**src/sv/bmhq_pkg.sv**
```systemverilog
// Shared types and constants for the binary max-heap priority queue.
package bmhq_pkg;

  localparam int ValueW = 32;
  localparam int CountOutW = 5;

  // Request kinds carried on the input tuser bit.
  localparam logic REQ_INSERT = 1'b0;
  localparam logic REQ_REMOVE = 1'b1;

  // Largest signed value; fed in ahead of the first cell so that it never shifts.
  localparam logic signed [ValueW-1:0] VAL_MAX = {1'b0, {(ValueW-1){1'b1}}};

  // Command broadcast to every cell of the chain at once.
  typedef struct packed {
    logic                     ins;
    logic                     rem;
    logic signed [ValueW-1:0] value;
  } bmhq_cmd_t;

endpackage

```
**src/sv/binary_max_heap_queue_core.sv**
```systemverilog
// Top level of the bounded max-priority queue built from a chain of sorting cells.
//
// The queue holds up to CAPACITY signed 32-bit values. Each input transaction
// is either an insert (tuser = 0, value in tdata) or a remove-maximum
// (tuser = 1, tdata ignored), and yields exactly one output transaction that
// reports whether the request was done, the largest value taken out (zero for
// an insert or a refused remove) and the number of entries held afterwards,
// reported modulo 32. Inserts into a full queue and removes from an empty one
// are refused and leave the contents untouched. Entries sit in a row of
// CAPACITY identical cells kept in descending order, so the maximum is always
// in the first cell: an insert makes every cell compare the new value with its
// own entry and its upper neighbor's in the same cycle and shift down by one
// where needed, and a remove shifts every entry up by one. Either operation
// therefore updates all cells together, and a new request is taken in every
// cycle in which the output register is empty or its result is being taken;
// the result appears on the output in the cycle after the request is accepted.
// Latency does not depend on CAPACITY, which sets only the length of the cell
// row and the fan-out of the command broadcast.
module binary_max_heap_queue_core
  import bmhq_pkg::*;
#(
  parameter int CAPACITY = 16
) (
  input  logic        clk,
  input  logic        rst,
  input  logic        s_tvalid,
  output logic        s_tready,
  input  logic [31:0] s_tdata,   // [31:0] value
  input  logic        s_tuser,   // [0] req_type
  output logic        m_tvalid,
  input  logic        m_tready,
  output logic [39:0] m_tdata,   // [31:0] removed_value, [36:32] count_after, rest zero
  output logic        m_tuser    // [0] accepted
);

  localparam int CntW = $clog2(CAPACITY + 1);

  logic [CntW-1:0]          count;
  logic [CntW-1:0]          count_next;
  logic                     s_fire;
  logic                     full;
  logic                     empty;
  logic                     ok;
  bmhq_cmd_t                cmd;
  logic signed [ValueW-1:0] cell_val [CAPACITY];
  logic [CAPACITY-1:0]      occ;
  logic [CntW+CountOutW-1:0] count_wide;

  // The output register parts the two sides: a new request is taken whenever
  // the pending result is absent or leaves in this cycle.
  assign s_tready = !m_tvalid || m_tready;
  assign s_fire   = s_tvalid && s_tready;

  assign full  = (count == CntW'(CAPACITY));
  assign empty = (count == '0);

  always_comb begin
    cmd.value = $signed(s_tdata);
    cmd.ins   = s_fire && (s_tuser == REQ_INSERT) && !full;
    cmd.rem   = s_fire && (s_tuser == REQ_REMOVE) && !empty;
    ok        = cmd.ins || cmd.rem;
    if (cmd.ins) begin
      count_next = count + CntW'(1);
    end else if (cmd.rem) begin
      count_next = count - CntW'(1);
    end else begin
      count_next = count;
    end
    count_wide = {{CountOutW{1'b0}}, count_next};
  end

  // Row of cells, largest entry first. Cell i holds an entry while i < count.
  for (genvar i = 0; i < CAPACITY; i++) begin : g_cell
    logic signed [ValueW-1:0] prev_v;
    logic signed [ValueW-1:0] next_v;

    assign occ[i] = (count > CntW'(i));

    if (i == 0) begin : g_head
      assign prev_v = VAL_MAX;
    end else begin : g_body
      assign prev_v = cell_val[i-1];
    end

    if (i == CAPACITY - 1) begin : g_tail
      assign next_v = cell_val[i];
    end else begin : g_link
      assign next_v = cell_val[i+1];
    end

    bmhq_cell u_cell (
      .clk      (clk),
      .cmd      (cmd),
      .occ      (occ[i]),
      .prev_val (prev_v),
      .next_val (next_v),
      .val      (cell_val[i])
    );
  end

  always_ff @(posedge clk) begin
    if (rst) begin
      count    <= '0;
      m_tvalid <= 1'b0;
    end else begin
      count <= count_next;
      if (s_fire) begin
        m_tvalid <= 1'b1;
      end else if (m_tready) begin
        m_tvalid <= 1'b0;
      end
    end
  end

  // Result payload; only loaded when a request is accepted.
  always_ff @(posedge clk) begin
    if (s_fire) begin
      m_tuser        <= ok;
      m_tdata[31:0]  <= cmd.rem ? cell_val[0] : '0;
      m_tdata[36:32] <= count_wide[CountOutW-1:0];
      m_tdata[39:37] <= '0;
    end
  end

endmodule

```
**src/sv/bmhq_cell.sv**
```systemverilog
// One cell of the sorted chain: holds one entry and trades it with its neighbors.
module bmhq_cell
  import bmhq_pkg::*;
(
  input  logic                     clk,
  input  bmhq_cmd_t                cmd,
  input  logic                     occ,
  input  logic signed [ValueW-1:0] prev_val,
  input  logic signed [ValueW-1:0] next_val,
  output logic signed [ValueW-1:0] val
);

  logic own_lt;
  logic prev_lt;

  // An empty cell counts as smaller than any value being inserted.
  always_comb begin
    own_lt  = !occ || (val < cmd.value);
    prev_lt = prev_val < cmd.value;
  end

  always_ff @(posedge clk) begin
    if (cmd.ins) begin
      if (prev_lt) begin
        val <= prev_val;
      end else if (own_lt) begin
        val <= cmd.value;
      end
    end else if (cmd.rem) begin
      val <= next_val;
    end
  end

endmodule

```
**config.mk**
```make
export PLATFORM = sky130hd
export DESIGN_NAME = binary_max_heap_queue_core
export DESIGN_NICKNAME = d
export VERILOG_FILES = /design/src/sv/bmhq_pkg.sv /design/src/sv/binary_max_heap_queue_core.sv /design/src/sv/bmhq_cell.sv
export SDC_FILE = /design/constraint.sdc
export NUM_CORES = 2
export LEC_CHECK = 0
export ABC_CLOCK_PERIOD_IN_PS = 16500
export BUFFER_PORTS_ARGS = -buffer_cell sky130_fd_sc_hd__buf_4
export CORE_MARGIN = 8
export CORE_UTILIZATION = 60
export DETAILED_ROUTE_END_ITERATION = 12
export PLACE_DENSITY = 0.82
export REMOVE_ABC_BUFFERS = 1
export SLEW_MARGIN = 10
export SYNTH_ARGS = -nofsm -noshare
export SYNTH_HDL_FRONTEND = slang
export SYNTH_SLANG_ARGS = --single-unit
```
**constraint.sdc**
```tcl
create_clock -name clk -period 16.5 [get_ports clk]
set_input_delay 3.3 -clock clk [delete_from_list [all_inputs] [get_ports clk]]
set_output_delay 3.3 -clock clk [all_outputs]
set_load 0.01 [all_outputs]
```
# After elaboration in Yosys (flattened, before gate mapping)
# Index checks and enable logic that the tools add are counted.
dict set report word_totals {
  register_bits 556
}
dict set report op_classes {
  add_sub_neg 2
  n_lt_le_gt_ge 33
  eq_ne 16
  muxes 66
  bitwise_logic 1
  reduce_logical 62
}
# cell n
set ops {}
lappend ops {{$mux W32} 62}
lappend ops {{$lt A32 B32 Y1} 16}
lappend ops {{$ne A3 B1 Y1 const B} 15}
lappend ops {{$gt A5 B4 Y1 const B} 8}
lappend ops {{$lt A32 B32 Y1 const A} 1}
lappend ops {{$reduce_and A2 Y1} 16}
lappend ops {{$gt A5 B3 Y1 const B} 4}
lappend ops {{$logic_not A1 Y1} 19}
lappend ops {{$logic_or A1 B1 Y1} 18}
lappend ops {{$gt A5 B1 Y1 const B} 2}
lappend ops {{$gt A5 B2 Y1 const B} 2}
lappend ops {{$mux W5} 2}
lappend ops {{$reduce_bool A2 Y1} 3}
lappend ops {{$add A5 B1 Y5 const B} 1}
lappend ops {{$eq A5 B5 Y1 const B} 1}
lappend ops {{$logic_and A1 B1 Y1} 5}
lappend ops {{$logic_not A5 Y1} 1}
lappend ops {{$sub A5 B1 Y5 const B} 1}
lappend ops {{$mux W1} 2}
lappend ops {{$not A1 Y1} 1}

# Logic depth before layout (Yosys ltp)
dict set report logic_depth {
  word_depth 7
  mapped_depth 13
  ltp_nobuf 10
}

# By module
# From an unflattened synthesis, not the netlist that was laid out.
dict set report hier_totals {
  hier_cells 5460
  area_unflattened_um2 52429.0
}
# module n_inst cells_per_inst area_each_um2
set modules_own_cells {}
lappend modules_own_cells {{bmhq_cell at g_cell[0].u_cell ...} 15 330 3141.8}
lappend modules_own_cells {{bmhq_cell at g_cell[15].u_cell} 1 324 3109.2}
lappend modules_own_cells {binary_max_heap_queue_core 1 186 2193.4}

# Least setup slack after synthesis
# No wires, ideal clock.
dict set report synth_path {
  kind {in2reg}
  startpoint {in s_tdata[9]}
  endpoint {reg g_cell[12].u_cell.val[0] (enable)}
  setup_ps 440
  arrival_ps 7274
  required_ps 16060
  path_slack_ps 8786
  stages 9
  path_cell_list {inv_1 > ha_1 > a2111o_1 > a2111oi_0 > o21ai_1 > a211o_1 > a21oi_4 > xor2_1 > a41oi_1}
}
dict set report synth_via {
  elab_chain_len 4
  word_cells_on_any_way 5
  classes_between {2 x order compare; 1 x eq/ne; 2 x reduce/logical}
}
# element line_no
set synth_lines {}
lappend synth_lines {{from (decl)} binary_max_heap_queue_core.sv:28} ;# input logic [31:0] s_tdata,
lappend synth_lines {{$lt A32 B32 Y1} bmhq_cell.sv:18} ;# own_lt = !occ || (val < cmd.value);
lappend synth_lines {{$logic_or A1 B1 Y1} bmhq_cell.sv:18}
lappend synth_lines {{$ne A3 B1 Y1 (no line) (*)} -}
lappend synth_lines {{$reduce_and A2 Y1 (no line) (*)} -}
lappend synth_lines {{to (signal assigned)} bmhq_cell.sv:25} ;# val <= prev_val;
lappend synth_lines {{to (signal assigned)} bmhq_cell.sv:27} ;# val <= cmd.value;
lappend synth_lines {{to (signal assigned)} bmhq_cell.sv:30} ;# val <= next_val;
lappend synth_lines {{to (decl)} bmhq_cell.sv:10} ;# output logic signed [ValueW-1:0] val
# Every way passes the cells marked *; elsewhere a longest branch is shown, timed or not.
# A chain may end at the register's enable or synchronous reset.

# Worst setup path after layout
dict set report layout_path {
  startpoint {in s_tdata[3]}
  endpoint {reg g_cell[14].u_cell.val[11] (enable)}
}
dict set report layout_via {
  elab_chain_len 4
  word_cells_on_any_way 5
  classes_between {2 x order compare; 1 x eq/ne; 2 x reduce/logical}
}
# element line_no
set layout_lines {}
lappend layout_lines {{$lt A32 B32 Y1} bmhq_cell.sv:18}
lappend layout_lines {{$logic_or A1 B1 Y1} bmhq_cell.sv:18}
lappend layout_lines {{$ne A3 B1 Y1 (no line) (*)} -}
lappend layout_lines {{$reduce_and A2 Y1 (no line) (*)} -}
lappend layout_lines {{to (signal assigned)} bmhq_cell.sv:25}
lappend layout_lines {{to (signal assigned)} bmhq_cell.sv:27}
lappend layout_lines {{to (signal assigned)} bmhq_cell.sv:30}
lappend layout_lines {{to (decl)} bmhq_cell.sv:10}
# Marked as above.

==> out/results.txt <==
Area growth from synthesis to final layout: 8.83%
Root Buffer: clkbuf_16
Final HPWL DP: 90600 um
DP Area: 0.0412 mm^2
Final instance area: 0.0433 mm^2
Commonest non-fill, non-tap cells in the layout: edfxtp_1 (550), ha_1 (500), nand2_1 (479)
Syn Inst Count: 3955
Critical path capture point type: flop
Critical path's largest stage delay: 870 ps
Tcrit/Tclk final: 47.3%
Final Util: 65.8%
Slew @ Worst Pin: 1230 ps
Data arrival, critical path: 8040 ps
Relative slew slack: 17.7%
Crit-path leading delay family: compound AO/OA/AOI/OAI gates
Io pins: 80
Worst setup SP type: primary input
RSZ-0062 raised after global routing: no
Total Wirelength: 130000 um
Post CTS Setup Buffer Count: 0
Initial antenna violation count: 3
Register area share after synthesis: 41.8%
CTS tree: done
Most common cell after layout, fill and taps aside: edfxtp_1
Fillers: 5032
Initial Util: 60.5%
Setup Crit Path Kind: primary input to flop
Row count: 94
HP Class: flop to flop
Critical path fanouts, max: 32
Worst vdd ir: 0.0000868 V
Ranking of synthesized cells by area: edfxtp_1 (42%), ha_1 (16%), mux2i_1 (8.9%)
Yosys cell types: 66
Post-CTS sizing: 0
Tot GR Track Use: 33.8%
Global-route wire length before repair: 194000 um
Antenna Nets Post-Route: 0
Status: complete, no violations
Port Buf Inserts: 76
Max cap viols: 0
Hold Buf Count CTS: 0
Fmax: 0.128 GHz
Min cycle time layout: 7800 ps
Remaining DRCs: 0
CTS Sinks: 556
H-tree depth: 3
CTS max path bufs: 3
Drt wl/cell: 26.9 um
Async set-reset flop share out of synthesis: 0%
Critical path, cell by cell: buf_4 > inv_1 > ha_1 > nor2_1 > nor3_1 > a211oi_1 > o211ai_1 > a21oi_2 > xnor2_4 > buf_4 > o41a_2 > buf_4
Synth area leader: edfxtp_1
NumNets Final: 4455
Via density per instance: 6.85
Total CTS buffers: 66
Final Hold Fails: 0
Die H: 273 um
Congestion Overflow GR: 0
Setup violations, final: 0
CTS clock-pin slew for the worst setup and hold paths: 60 ps
Final clock skew: 30.6 ps
Largest net degree at the start of global routing: 263
FF+latch count, synth: 556
Cell Area, Synth: 0.0398 mm^2
Clk_lat worst skew: 620 ps
Warnings from Yosys: 0
Final GP Congestion: 1.06
Top FF cell, synth: edfxtp_1
Final Slew Violations: 0
Vias in the first global route: 31775
Initial DRC Count: 4427
Die width: 273 um
Pleak: 18.3 nW
CP bufs+invs: 4
Core Region: 0.0657 mm^2
Pwr per Cell Area: 115 mW/mm^2
Die footprint: 0.0748 mm^2
Pre-antenna DRT Iters: 6
DR vias: 33097
Most frequent CP cell: buf_4
Yosys top cell area share: 41.5%
Post-Syn Area per Cell: 10.1 um^2
EDFF count, synth: 550
Slowest CP cell: a211oi_1
Share of layout cells above drive strength 1: 8.27%
CP required: 16740 ps
[per-layer routing]
layer	up-vias	routed length (um)	track usage, %
met5	-	0	0
met4	0	9580	22.4
met3	469	14000	6.52
met2	2048	58600	52.9
met1	15714	47800	42.4
li1	14866	-	-
[path summary, 6_finish.rpt]
kind | start | to | slack, ps | cells past startpoint
hold / removal | m_tvalid | m_tvalid | 550 | 2
hold reg to reg | m_tvalid | m_tvalid | 550 | 2
setup / recovery | s_tdata[3] | g_cell[14].u_cell.val[11] | 8700 | 12
setup reg to reg | g_cell[0].u_cell.val[10] | g_cell[1].u_cell.val[23] | 11420 | 11
[stage by stage]
step / TNS [ps] / power, W / setup WS [ps] / cells / hold slack, ps
after floorplan: -3906080 / 0.00300 / -10330 / 3702 / 513
after global placement: 0 / 0.00346 / 8350 / 4713 / 520
after detailed placement: 0 / 0.00351 / 8270 / 4713 / 530
after CTS: 0 / 0.00495 / 8890 / 4832 / 541
after global routing: 0 / 0.00516 / 8670 / 4833 / 592
final: 0 / 0.00500 / 8700 / 4834 / 546
[synthesized netlist by cell type (all sizes together) (45+ instances only)]
| library cell | n |
|---|---|
| a211oi | 64 |
| a21o | 102 |
| a21oi | 286 |
| buf | 67 |
| clkbuf | 188 |
| edfxtp | 550 |
| ha | 501 |
| inv | 45 |
| mux2i | 354 |
| nand2 | 481 |
| nand2b | 45 |
| nand3 | 115 |
| nand4 | 49 |
| nor2 | 249 |
| nor3 | 46 |
| o21ai | 446 |
[layout make-up]
cell class,instances,area [um^2],share of cell area (%)
antenna,2,5.00,0.0116
inverter,45,169,0.390
sequential,556,16600,38.4
tap,864,1080,2.50
clock buffer,82,1790,4.12
clock inverter,37,290,0.671
multi-input combinational,3101,22200,51.3
timing repair buffer,147,1130,2.61
[power by group]
group          switching [W]  total [W]  internal, W
Combinational       0.000998    0.00156     0.000565
Clock               0.000624    0.00146     0.000832
Sequential          0.000174    0.00198      0.00180
Total                0.00180    0.00500      0.00320
[cell families (layout without fill, tap and decap cells)]
kind of cell / after synthesis / after routing / share of synthesized area [%]
adders and majority gates: 501 / 501 / 15.8
DFF: 556 / 556 / 41.8
buffers and inverters: 300 / 311 / 3.21
xor gates and xnor gates: 13 / 13 / 0.428
other: 1 / 5 / 0.00943
and+or+nand+nor: 1107 / 1107 / 12.5
muxes: 388 / 388 / 9.87
AOI/OAI and AO/OA: 1089 / 1089 / 16.4
[worst reg2reg max path: stages (launching register included)]
cell and delay, ps:
edfxtp_1 500, ha_1 240, or3_1 370, a211oi_1 240
o21ai_0 130, a21oi_1 410, o311ai_1 280, o21ai_2 820
buf_4 390, nand2_1 200, a41oi_4 700, buf_4 440
[registers in the layout, summed over array words and instances, names as in the netlist]
name               cells
g_cell.u_cell.val    512
m_tdata               37
count                  5
m_tuser                1
m_tvalid               1
No activity file was read; power rests on OpenSTA's default activity.
